File: config.mk
export PLATFORM = sky130hd
export DESIGN_NAME = brcs_queue
export DESIGN_NICKNAME = d
export VERILOG_FILES = /design/src/sv/brcs_pkg.sv /design/src/sv/brcs_queue.sv
export SDC_FILE = /design/constraint.sdc
export NUM_CORES = 1
export LEC_CHECK = 0
export ABC_AREA = 1
export BUFFER_PORTS_ARGS = -buffer_cell sky130_fd_sc_hd__buf_4
export CAP_MARGIN = 40
export CORE_MARGIN = 10
export CORE_UTILIZATION = 25
export CTS_CLUSTER_DIAMETER = 50
export DETAILED_ROUTE_END_ITERATION = 16
export GPL_TIMING_DRIVEN = 0
export SYNTH_ARGS = -nofsm -noshare
export SYNTH_HDL_FRONTEND = slang
export SYNTH_SLANG_ARGS = --single-unit
File: constraint.sdc
create_clock -name clk -period 2.18 [get_ports clk]
set_clock_uncertainty 0.05 [all_clocks]
set_input_delay 0.218 -clock clk [delete_from_list [all_inputs] [get_ports clk]]
set_output_delay 0.218 -clock clk [all_outputs]
set_load 0.005 [all_outputs]
File: src/sv/brcs_pkg.sv
// shared constants and types for the blit rectangle clip and scale block
package brcs_pkg;

    localparam int COORD_BITS_DEF = 16;
    localparam int CFG_BITS       = 15;
    localparam int APB_ADDR_BITS  = 4;
    localparam int APB_DATA_BITS  = 32;
    localparam int QUEUE_DEPTH    = 2;

    typedef enum logic [1:0] {
        REG_TILE_X,
        REG_TILE_Y,
        REG_TILE_WIDTH,
        REG_TILE_HEIGHT
    } reg_idx_t;

    typedef struct packed {
        logic [CFG_BITS-1:0] x;
        logic [CFG_BITS-1:0] y;
        logic [CFG_BITS-1:0] width;
        logic [CFG_BITS-1:0] height;
    } tile_cfg_t;

endpackage

File: src/sv/brcs_queue.sv
// two-slot queue between front end and back end
module brcs_queue #(
    parameter int W = 8
) (
    input  logic         clk,
    input  logic         rst_n,
    input  logic         in_valid,
    output logic         in_ready,
    input  logic [W-1:0] in_word,
    output logic         out_valid,
    input  logic         out_ready,
    output logic [W-1:0] out_word
);

    localparam int DEPTH = brcs_pkg::QUEUE_DEPTH;

    logic [1:0]   count_reg, count_next;
    logic [W-1:0] slot0_reg, slot1_reg;
    logic         push, pop;
    logic [1:0]   pos;

    assign in_ready  = (count_reg != 2'(DEPTH));
    assign out_valid = (count_reg != 2'd0);
    assign out_word  = slot0_reg;
    assign push      = in_valid && in_ready;
    assign pop       = out_valid && out_ready;
    assign pos       = count_reg - {1'b0, pop};

    always_comb
    begin
        count_next = count_reg;
        if (push && !pop)
        begin
            count_next = count_reg + 2'd1;
        end
        else if (pop && !push)
        begin
            count_next = count_reg - 2'd1;
        end
    end

    always_ff @(posedge clk or negedge rst_n)
    begin
        if (!rst_n)
        begin
            count_reg <= 2'd0;
        end
        else
        begin
            count_reg <= count_next;
        end
    end

    always_ff @(posedge clk)
    begin
        if (pop && (count_reg == 2'd2))
        begin
            slot0_reg <= slot1_reg;
        end
        if (push && (pos == 2'd0))
        begin
            slot0_reg <= in_word;
        end
        if (push && (pos == 2'd1))
        begin
            slot1_reg <= in_word;
        end
    end

endmodule

==> impl_metrics.py <==
metrics = {
    "run_status": {
        "status": "completed",
    },
    "finish": {
        "drive_gt1_share_pct": 40.0,
        "fin_area_sq_um": 1080,
        "n_antenna_cell": 0,
        "final_cells": 139,
        "finalNetCount": 110,
        "area_growth_pct": 32.3,
    },
    "floorplanning": {
        "pin_count": 22,
        "die_height_um": 77.2,
        "dieWidth_um": 77.2,
        "dieArea_sq_um": 5950,
        "fp-row-count": 20,
        "core_region_area_sq_um": 3100,
        "start_util_pct": 26.3,
    },
    "setup_path": {
        "cp-start-kind": "flop",
        "path_class": "reg -> reg",
        "critical_path.max_fanout": 10,
        "endpoint_kind": "flop",
        "r2r_setup_slack_ns": 0.15,
        "rr_startpoint": "count_reg[0]",
        "crit_family": "flip-flops",
        "worstPathRequired_ns": 2.10,
        "crit_slowest_cell": "dfrtp_1",
        "cpPeakStageDelay_ns": 0.42,
        "ff2ff_path_depth": 8,
        "arrival_ns": 1.95,
        "crit_buf_inv": 3,
        "path_cells": "inv_1, nand2_1, nand2_1, inv_1, ha_1, nand3_4, buf_6, o21ai_4",
        "r2r-end": "out_word[4]",
    },
    "sta": {
        "final-setup-viol-count": 0,
        "final-max-slew-violation-count": 0,
        "finalSetupTns_ns": 0,
        "max_freq_mhz": 493,
        "relSlewSlack_pct": 80.1,
        "grt_setup_unrepaired": "no",
        "min_period_ns": 2.03,
        "period_share_pct": 93.0,
        "tightest_slew_ns": 0.297,
        "hold_viol": 0,
        "setup_slack_ns": 0.152,
    },
    "pwr": {
        "power_density_nw_per_um2": 1240,
        "power_mw": 1.34,
        "peakVddDrop_uv": 413,
        "leakagePower_nw": 0.480,
    },
    "clock_tree": {
        "cts.path.max_buffers": 2,
        "cts_root_buf": "clkbuf_4",
        "path_clk_slew_ns": 0.10,
        "cts_tree": "done",
        "clock_sinks": 18,
        "clk_latency_ns": 0.29,
        "ctsHtreeMaxLevel": 1,
        "numCtsBuffers": 3,
    },
    "detailed_routing": {
        "wl_um": 1650,
        "antenna_left": 0,
        "drtIter0Drc": 33,
        "post_drt_via_cell_ratio": 3.99,
        "drt-pass1-iter-count": 4,
        "avgRoutedWirePerCell_um": 11.8,
        "vias": 554,
        "drc": 0,
    },
    "place": {
        "place_inst": 134,
        "place.gp.congestion": 0.692,
        "placed_cell_area_sq_um": 1030,
        "hpwlAfterDp_um": 1310,
        "io_buffers": 21,
        "place_ws_ns": -0.0976,
    },
    "global_route": {
        "grt_pass1_wl_um": 2670,
        "grt_use_total_pct": 5.43,
        "antenna_found_initial": 0,
        "grt_pass1_vias": 590,
        "overflow": 0,
        "grt_max_degree": 11,
    },
    "yosys": {
        "synthDistinctLibCells": 14,
        "yosys_warnings": 0,
        "synth_nets": 83,
        "synth_area_sq_um": 817,
        "avgSynthCellArea_sq_um": 11.8,
        "yosysTopAreaCell": "edfxtp_1",
        "synth.top_cell.area_share_pct": 58.8,
        "ys_seq_area_share_pct": 64.9,
        "synthTopCellsByArea": "edfxtp_1 (59%), o21ai_2 (9.6%), nand2_1 (7.8%)",
        "ys_seq_elements": 18,
        "synthCells": 69,
    },
    "hold_path": {
        "min-delay-start": "in_word[7]",
        "min_path_type": "in -> reg",
        "min_path_cells": 1,
        "hold_end": "slot1_reg[7]",
    },
    "job": {
        "drv_cap": 0,
    },
}
kinds of logic (layout without fill, tap and decap cells):
family | count (synthesis) | count (layout) | share of synthesized area [%]
simple gates | 24 | 24 | 13.5
xor+xnor | 1 | 1 | 1.07
fa+ha+maj | 2 | 2 | 3.06
flops | 18 | 18 | 64.9
buf+inv | 15 | 41 | 7.81
compound gates | 9 | 9 | 9.65
metrics by stage:
stage | hold WS [ns] | utilization [%]
after global placement | -0.0477 | 33.2
after detailed placement | -0.0470 | 33.2
after CTS | 0.0463 | 34.4
after floorplan | -0.128 | -
after global routing | 0.0297 | 34.8
final | 0.0609 | 34.8
cells in the mapped netlist, drive strengths merged:
library cell,n
nand2,18
edfxtp,16
inv,14
o21ai,9
nor2,3
dfrtp,2
ha,2
nand3,2
buf,1
nand4,1
xnor2,1
how the worst max path moves through the flow:
| stage | from | to | slack, ns | cells after the start |
|---|---|---|---|---|
| floorplan | count_reg[1] | slot1_reg[0] | 0.21 | 8 |
| global placement | count_reg[0] | slot1_reg[7] | -0.0003 | 8 |
| detailed placement | count_reg[0] | slot1_reg[7] | -0.1 | 8 |
| CTS | count_reg[0] | out_word[3] | 0.09 | 8 |
| global route | count_reg[0] | out_word[3] | 0.02 | 8 |
| finish | count_reg[0] | out_word[4] | 0.15 | 8 |
cell type report:
| type | count | area, sq um |
|---|---|---|
| clock inverter | 1 | 3.75 |
| inverter | 14 | 52.6 |
| fill | 324 | 2020 |
| buffer | 1 | 11.3 |
| tap | 44 | 55.1 |
| multi-input combinational | 36 | 238 |
| clock buffer | 3 | 22.5 |
| sequential | 18 | 531 |
| timing repair buffer | 22 | 168 |
per-layer routing:
metal  track usage [%]  up-vias  wire, um
met5                 0        -         0
met4              1.09        0         0
met3              3.26        0        92
met2              10.0       13       868
met1              4.97      265       686
li1                  -      276         -
cells in the final DEF (no fill, tap or decap):
master	count
ha_1	2
nand4_1	1
dlygate4sd3_1	1
inv_2	1
nor2_1	2
xnor2_1	1
nand2_2	1
nor2_4	1
clkinv_1	1
o21ai_2	8
dfrtp_1	2
clkbuf_4	3
nand2_1	17
buf_6	1
o21ai_4	1
inv_1	13
nand3_4	1
buf_4	21
edfxtp_1	16
nand3_1	1
where the power goes:
group	total (mW)	internal (mW)	switching [mW]
registers	0.583	0.542	0.0411
clock network	0.165	0.0665	0.0981
logic	0.594	0.251	0.343
what timing repair did:
item                                    4_1_cts  5_1_grt
gates cloned                                  0        0
setup buffers                                 0        0
hold buffers                                  1        0
endpoints found under the setup margin        8       16
resized for setup                             1        2
endpoints found under the hold margin         2        0
No activity file was read; power rests on OpenSTA's default activity.
