===== src/sv/brcs_pkg.sv =====
// shared constants and types for the blit rectangle clip and scale block
package brcs_pkg;

    localparam int COORD_BITS_DEF = 16;
    localparam int CFG_BITS       = 15;
    localparam int APB_ADDR_BITS  = 4;
    localparam int APB_DATA_BITS  = 32;
    localparam int QUEUE_DEPTH    = 2;

    typedef enum logic [1:0] {
        REG_TILE_X,
        REG_TILE_Y,
        REG_TILE_WIDTH,
        REG_TILE_HEIGHT
    } reg_idx_t;

    typedef struct packed {
        logic [CFG_BITS-1:0] x;
        logic [CFG_BITS-1:0] y;
        logic [CFG_BITS-1:0] width;
        logic [CFG_BITS-1:0] height;
    } tile_cfg_t;

endpackage


===== src/sv/brcs_front.sv =====
// front end: overlap test, clipped source and division operands, one registered word
module brcs_front #(
    parameter int COORD_BITS = brcs_pkg::COORD_BITS_DEF
) (
    input  logic                    clk,
    input  logic                    rst_n,
    input  brcs_pkg::tile_cfg_t     cfg,
    input  logic                    in_valid,
    output logic                    in_ready,
    input  logic [COORD_BITS-1:0]   src_left,
    input  logic [COORD_BITS-1:0]   src_top,
    input  logic [COORD_BITS-1:0]   src_right,
    input  logic [COORD_BITS-1:0]   src_bottom,
    input  logic [COORD_BITS-1:0]   dst_left,
    input  logic [COORD_BITS-1:0]   dst_top,
    input  logic [COORD_BITS-1:0]   dst_right,
    input  logic [COORD_BITS-1:0]   dst_bottom,
    output logic                    out_valid,
    input  logic                    out_ready,
    output logic [14*COORD_BITS+2:0] out_word
);

    localparam int C  = COORD_BITS;
    localparam int EW = ((C > 16) ? C : 16) + 2;
    localparam int FW = 14*C + 3;
    localparam logic signed [EW-1:0] MAXV = {{(EW-C+1){1'b0}}, {(C-1){1'b1}}};
    localparam logic signed [EW-1:0] MINV = ~MAXV;

    function automatic logic signed [EW-1:0] sx(input logic [C-1:0] v);
        sx = {{(EW-C){v[C-1]}}, v};
    endfunction

    function automatic logic signed [EW-1:0] zx(input logic [brcs_pkg::CFG_BITS-1:0] v);
        zx = {{(EW-brcs_pkg::CFG_BITS){1'b0}}, v};
    endfunction

    function automatic logic [C-1:0] sat(input logic signed [EW-1:0] v);
        logic [C-1:0] r;
        if (v > MAXV)
        begin
            r = MAXV[C-1:0];
        end
        else if (v < MINV)
        begin
            r = MINV[C-1:0];
        end
        else
        begin
            r = v[C-1:0];
        end
        sat = r;
    endfunction

    logic signed [EW-1:0] sl, st, sr, sb;
    logic signed [EW-1:0] tx, ty, txe, tye;
    logic signed [EW-1:0] w1, h1;
    logic signed [EW-1:0] vx, vy, rx, ry, wv, hv;
    logic signed [EW-1:0] nlx, nty;
    logic signed [C:0]    spanx, spany;
    logic                 hit;
    logic [FW-1:0]        word_next;
    logic [FW-1:0]        word_reg;
    logic                 valid_reg;

    assign sl  = sx(src_left);
    assign st  = sx(src_top);
    assign sr  = sx(src_right);
    assign sb  = sx(src_bottom);
    assign tx  = zx(cfg.x);
    assign ty  = zx(cfg.y);
    assign txe = tx + zx(cfg.width);
    assign tye = ty + zx(cfg.height);
    assign w1  = sr - sl;
    assign h1  = sb - st;

    assign hit = (w1 > 0) && (h1 > 0) && (sr >= tx) && (sl < txe)
                 && (sb >= ty) && (st < tye);

    assign vx  = (sl > tx) ? sl : tx;
    assign vy  = (st > ty) ? st : ty;
    assign rx  = (sr < txe) ? sr : txe;
    assign ry  = (sb < tye) ? sb : tye;
    assign wv  = rx - vx;
    assign hv  = ry - vy;
    assign nlx = vx - sl;
    assign nty = vy - st;

    assign spanx = {dst_right[C-1], dst_right} - {dst_left[C-1], dst_left};
    assign spany = {dst_bottom[C-1], dst_bottom} - {dst_top[C-1], dst_top};

    assign word_next = {hit,
                        sat(vx - tx), sat(vy - ty), sat(vx - tx + wv), sat(vy - ty + hv),
                        dst_left, dst_top, spanx, spany,
                        nlx[C-1:0], wv[C-1:0], nty[C-1:0], hv[C-1:0],
                        w1[C-1:0], h1[C-1:0]};

    assign in_ready  = !valid_reg || out_ready;
    assign out_valid = valid_reg;
    assign out_word  = word_reg;

    always_ff @(posedge clk or negedge rst_n)
    begin
        if (!rst_n)
        begin
            valid_reg <= 1'b0;
        end
        else if (in_valid && in_ready)
        begin
            valid_reg <= 1'b1;
        end
        else if (out_ready)
        begin
            valid_reg <= 1'b0;
        end
    end

    always_ff @(posedge clk)
    begin
        if (in_valid && in_ready)
        begin
            word_reg <= word_next;
        end
    end

endmodule


===== config.mk =====
export PLATFORM = sky130hd
export DESIGN_NAME = brcs_front
export DESIGN_NICKNAME = d
export VERILOG_FILES = /design/src/sv/brcs_pkg.sv /design/src/sv/brcs_front.sv
export SDC_FILE = /design/constraint.sdc
export NUM_CORES = 1
export LEC_CHECK = 0
export ABC_AREA = 1
export BUFFER_PORTS_ARGS = -buffer_cell sky130_fd_sc_hd__buf_4
export CAP_MARGIN = 5
export CORE_ASPECT_RATIO = 0.8
export CORE_MARGIN = 2
export CORE_UTILIZATION = 40
export CTS_CLUSTER_DIAMETER = 30
export CTS_CLUSTER_SIZE = 24
export DETAILED_ROUTE_END_ITERATION = 10
export GPL_TIMING_DRIVEN = 1
export PLACE_DENSITY = 0.65
export SLEW_MARGIN = 40
export SYNTH_ARGS = -nofsm -noshare
export SYNTH_HDL_FRONTEND = slang
export SYNTH_SLANG_ARGS = --single-unit

===== constraint.sdc =====
create_clock -name clk -period 34.7 [get_ports clk]
set_input_delay 3.47 -clock clk [delete_from_list [all_inputs] [get_ports clk]]
set_output_delay 3.47 -clock clk [all_outputs]
set_load 0.005 [all_outputs]

==> results.toml, run 1 <==
[run_status]
status = "complete, no violations"

[worst_hold_path]
hold_start = "out_valid"
worstHoldEndpoint = "out_valid"
hold_class = "reg2reg"
whs_path_depth = 2

[clock_network]
clockBufferDepth = 3
cts_resized = 0
clock-sinks = 228
cts_buffers = 54
post_cts_buffers = 0
htree_levels = 2
cts_root_buf = "clkbuf_16"
clock_latency_ns = 0.59
hold_buffers = 0
tritoncts = "yes"
clk_pin_slew_ns = 0.05

[pwr]
peakVddDrop_mv = 0.0526
cellLeakagePower_uw = 0.0138
p_comb_share_pct = 50.3
swShare_pct = 40.6
power_density_nw_per_um2 = 69.1
clock_power_share_pct = 27.1
p_int_uw = 1120
p_switching_uw = 766
seqPwrFrac_pct = 22.6

[worst_setup_path]
worst-endpoint-arrival_ns = 11.43
cp.required_ns = 35.03
crit_fanout = 28
crit_type = "in2reg"
slowest_stage = "o21ai_0"
worstSetupStartpointType = "input pin"
rr_worst_depth = 4
worstSetupStartpoint = "cfg[45]"
regToRegStartpoint = "out_valid"
r2r_slack_ns = 32.21
cp_slowest_stage_delay_ns = 0.59
r2r_end = "out_word[70]"
end_kind = "flop"
cp_common_cell = "nand2_1"

[grt]
antenna_found_initial = 15
grt_pass1_vias = 19600
grt-busiest-layer = "met1"
grt_pass1_wl_mm = 114
grt_max_degree = 87
grt.total_usage_pct = 26.9
use_met3_pct = 6.24
use_met1_pct = 39.5
grt_overflow_total = 0
met2_usage_pct = 39.1

[detailed_routing]
drcViolationCount = 0
firstDrtPassIters = 6
vias = 20100
first_iter_violations = 1718
ant_nets = 0
wl_per_cell_um = 19.8
drt-total-wl_mm = 76.2
viasPerCell = 5.23

[floorplan]
design.portCount = 421
fp.coreArea_sq_um = 52600
die_h_um = 211
initial_core_util_pct = 40.7
die_x_um = 263
std_cell_rows = 75
die_area_sq_um = 55400

[placed_design]
place_area_sq_um = 25400
place_congestion = 0.960
post-dp-hpwl_mm = 64.2
port_buffers = 420

[synthesis]
ys_seq_elements = 228
synth_ff_type = "edfxtp_1"
synth_most_common_cell = "nand2_1"
post-synth-top-area-fraction_pct = 31.8
syn_area_sq_um = 21400
synth_top_family_by_area = "adder cells"
ys.warnings.count = 0
synthTopCellsByCount = "nand2_1 (563), inv_1 (421), ha_1 (328), a21oi_1 (234), edfxtp_1 (227)"
synthXorXnorAreaFrac_pct = 7.41
synth-compound-area-share_pct = 12.8
avgSynthCellArea_sq_um = 8.14
synth.area.mux_share_pct = 0
synth_edf_count = 227
postSynth.asyncResetShare_pct = 0.439
ys_types = 56
synth_simple_gate_area_share_pct = 19.4
synthAdderAreaFrac_pct = 20.5
synth_top_cell_by_area = "edfxtp_1"
netlist_top_cells_area = "edfxtp_1 (32%), ha_1 (19%), nand2_1 (9.9%)"
synth.yosys.seq_area_share_pct = 32.0
synthCells = 2630

[finish]
nets = 3633
postLayoutCellArea_sq_um = 27300
area_delta_synth_final_pct = 27.6
drive_above_1_share_pct = 18.8

[sta]
fmaxAchievable_mhz = 90.1
max_slew.worst_pin.slew_ns = 0.881
fin_skew_ns = 0.0461
finalMaxSlewViolations = 0
setup_tns_ns = 0
setup_viol = 0
relSlewSlack_pct = 40.7
fin_crit_ns = 11.10
finalCritPeriodShare_pct = 32.0
rsz0062_at_grt = "no"
hold_violations = 0

[flow_run]
maxCapViolCount = 0
worst max-delay path: cells and delay by family:
kind                     cells  cell delay, ns
XOR/XNOR                     2            0.40
AO/OA/AOI/OAI               10            2.33
adder cells (fa/ha/maj)      7            2.33
AND/OR/NAND/NOR             19            2.04
buffers and inverters        4            0.82
stage by stage:
stage | instances | hold slack (ns) | worst slack (ns) | total power, uW | utilization (%)
after global placement | 3735 | 0.566 | 23.32 | 1350 | 48.2
after floorplan | 2633 | 0.528 | 19.41 | 1100 | -
final | 3843 | 0.590 | 23.60 | 1890 | 51.9
after detailed placement | 3736 | 0.593 | 23.10 | 1360 | 48.3
after global routing | 3841 | 0.648 | 22.73 | 2030 | 51.9
after CTS | 3835 | 0.602 | 23.71 | 1890 | 51.8
power by group through the flow:
stage,clock network [uW],registers [uW],logic (uW)
finish,512,425,949
global route,535,430,1070
CTS,521,427,941
detailed placement,0,430,934
global placement,0,431,916
floorplan,0,438,662
cell type report:
cell class / count / area [sq um]
fill: 5023 / 25300
multi-input combinational: 1963 / 12900
clock buffer: 63 / 1410
sequential: 228 / 6840
tap: 693 / 867
inverter: 427 / 1610
timing repair buffer: 425 / 3230
clock inverter: 36 / 454
antenna: 8 / 20.0
sequential cells by signal, summed over array words and instances, names as in the netlist:
name and cells:
out_word 227, out_valid 1
layout by cell type (no fill, tap or decap), types with 14 or more instances in the layout:
master     synthesis  layout
nand2_1          563     563
buf_4              0     422
inv_1            421     421
ha_1             328     328
a21oi_1          234     233
edfxtp_1         227     227
o21ai_0          144     141
xor2_1           128     128
nor2_1           121     121
nand3_1           99      99
clkbuf_16          0      55
xnor2_1           53      53
nand4_1           46      46
nand2_2           39      39
nor3_1            32      32
a211oi_1          14      14
a31oi_1           14      14
fa_1              14      14
layer usage:
metal	vias up	share of wire, %
met3	107	8.3
met1	9382	48
met2	732	41
met4	12	2.5
li1	9878	-
met5	-	0.088
cell families (layout without fill, tap and decap cells):
kind of cell	after synthesis	in the layout
flip-flops	228	228
AO/OA/AOI/OAI	489	489
buffers and inverters	442	951
adder cells (fa/ha/maj)	343	343
other	1	12
XOR/XNOR	181	181
AND/OR/NAND/NOR	946	946
how the worst max path moves through the flow:
stage,end,cells after the start
6_report,out_word[183],42
5_1_grt,out_word[183],42
4_1_cts,out_word[183],42
3_5_place_dp,out_word[183],42
3_3_place_gp,out_word[183],42
2_1_floorplan,out_word[0],2
Power figures use the tool's default switching activity.
==> inputs of run 2 (changes only) <==
--- a/config.mk
+++ b/config.mk
@@ -15,7 +15,7 @@
 export CTS_CLUSTER_SIZE = 24
 export DETAILED_ROUTE_END_ITERATION = 10
 export GPL_TIMING_DRIVEN = 1
-export PLACE_DENSITY = 0.65
+export PLACE_DENSITY = 0.67
 export SLEW_MARGIN = 40
 export SYNTH_ARGS = -nofsm -noshare
 export SYNTH_HDL_FRONTEND = slang
==> constraint.sdc (replaced) <==
create_clock -name clk -period 9.7 [get_ports clk]
set_input_delay 0.97 -clock clk [delete_from_list [all_inputs] [get_ports clk]]
set_output_delay 0.97 -clock clk [all_outputs]
set_load 0.005 [all_outputs]
==> run 2 against run 1 <==
Clock power grew to 3.3 times the previous value. Die area unchanged. Via count decreased by 2.5%. Global-route usage is 2.6 points lower. Clock-buffer cell count fell by 4. Sequential share of layout area is 0.14 points higher. Power grew to 3.5 times the previous value. Cell count barely moved. Core utilization is 0.29 points lower. Wire length down 9.4%. Register-to-register slack worse by 25 ns. Critical endpoint is now out_word[184]. Largest cell class unchanged. Highest routed layer unchanged.
==> results.toml, run 2 (synthesis results as in run 1) <==
[finish]
num-fill-cells = 4965
nets = 3631
finalNonFillerCells = 3840
regArea_sq_um = 6840
drive_above_1_share_pct = 18.7
area_delta_synth_final_pct = 26.9
largest_reg_flops = 227
multi_input_area_sq_um = 12900
final_cell_mix = "nand2_1 (563), buf_4 (423), inv_1 (421)"
final_common_cell = "nand2_1"

[sta]
rsz0062_at_grt = "no"
fin_crit_ns = 8.65
fmaxAchievable_mhz = 116
max_slew.worst_pin.slew_ns = 0.721
final.setup.worst_slack_ns = 1.05
fin_skew_ns = 0.0335
hold_violations = 0
timing.hold.ws_ns = 0.138
setup_tns_ns = 0
relSlewSlack_pct = 51.9
finalCritPeriodShare_pct = 89.2
setup_viol = 0
finalMaxSlewViolations = 0

[worst_setup_path]
crit_end = "out_word[184]"
cp_common_cell = "nand2_1"
worstSetupStartpoint = "cfg[45]"
cp_slowest_stage_delay_ns = 0.59
crit_type = "in2reg"
rr_worst_depth = 4
r2r_end = "out_word[81]"
end_kind = "flop"
cp.required_ns = 10.02
crit_fanout = 28
r2r_slack_ns = 7.20
worst-endpoint-arrival_ns = 8.97
crit_cells = 42
slowest_stage = "o21ai_0"
path_buf_inv = 4
worstSetupStartpointType = "input pin"
regToRegStartpoint = "out_valid"
crit_family = "compound AO/OA/AOI/OAI gates"

[pwr]
p_switching_uw = 2690
p_comb_share_pct = 51.0
finalPower_uw = 6560
clock_power_share_pct = 25.8
p_int_uw = 3870
seqPwrFrac_pct = 23.2
swShare_pct = 41.1
peakVddDrop_mv = 0.157
power_density_nw_per_um2 = 242
cellLeakagePower_uw = 0.0137

[clock_network]
clk_pin_slew_ns = 0.05
post_cts_buffers = 0
cts_resized = 0
cts_root_buf = "clkbuf_16"
cts_buffers = 51
clockBufferDepth = 3
clock-sinks = 228
htree_levels = 2
tritoncts = "yes"
clock_latency_ns = 0.59
hold_buffers = 0

[floorplan]
fp.coreArea_sq_um = 52600
initial_core_util_pct = 40.7
die_h_um = 211
die_x_um = 263
design.portCount = 421
std_cell_rows = 75
die_area_sq_um = 55400

[detailed_routing]
vias = 19600
viasPerCell = 5.10
first_iter_violations = 1675
firstDrtPassIters = 7
ant_nets = 0
drcViolationCount = 0
wl_per_cell_um = 18.0
drt-total-wl_mm = 69.0

[run_status]
status = "complete, no violations"

[placed_design]
place_congestion = 0.986
placed_cells = 3736
post-dp-hpwl_mm = 57.6
place_ws_ns = 0.688
port_buffers = 420

[grt]
grt_overflow_total = 0
antenna_found_initial = 12
grt_pass1_wl_mm = 105
grt.total_usage_pct = 24.3
grt_max_degree = 154
grt_pass1_vias = 18300

[flow_run]
maxCapViolCount = 0

[worst_hold_path]
hold_class = "in2async"
[run 2: cell count changes in the layout (fill, tap and decap cells not counted)]
cell / change
clkinv_2: +1
clkbuf_16: -4
clkinvlp_4: -2
o21ai_0: +2
bufinv_16: -3
inv_6: +3
o21ai_1: -2
inv_16: +1
clkinv_1: +2
diode_2: -1
buf_4: +1
clkinv_4: -1
[run 2: routing by layer]
metal | GRT usage, % | vias to the layer above | part of all wire, %
met2 | 36.7 | 607 | 43
met3 | 4.65 | 83 | 6.4
met5 | 0 | - | 0.088
li1 | - | 9897 | -
met1 | 35.6 | 9003 | 49
met4 | 6.12 | 10 | 1.8
[run 2: layout make-up]
class	instances	share of cell area, %
clock buffer	59	4.81
inverter	427	5.91
multi-input combinational	1963	47.5
tap	693	3.19
sequential	228	25.2
antenna	7	0.0645
timing repair buffer	426	11.9
clock inverter	37	1.47
[run 2: power by group through the flow]
| stage | clock, uW | sequential [uW] | combinational, uW |
|---|---|---|---|
| after floorplan | 0 | 1560 | 2370 |
| after global routing | 1780 | 1540 | 3780 |
| after global placement | 0 | 1540 | 3260 |
| final | 1700 | 1520 | 3340 |
| after detailed placement | 0 | 1540 | 3290 |
| after CTS | 1730 | 1520 | 3310 |
[run 2: stage by stage]
| stage | instance area, sq um | util, % |
|---|---|---|
| global route | 27200 | 51.6 |
| floorplan | 21400 | - |
| CTS | 27100 | 51.5 |
| global placement | 25400 | 48.3 |
| detailed placement | 25400 | 48.3 |
| finish | 27200 | 51.6 |
[run 2: worst register-to-register path: stages, from the launching register on]
cell	delay, ns
dfrtp_1	0.42
a21oi_4	0.19
buf_12	0.28
buf_16	0.43
buf_6	0.68
[run 2: worst min-delay path by stage]
stage                     cells after the start   endpoint
after global placement                        2  out_valid
after CTS                                     1  out_valid
after floorplan                               2  out_valid
after global routing                          1  out_valid
after detailed placement                      2  out_valid
final                                         1  out_valid
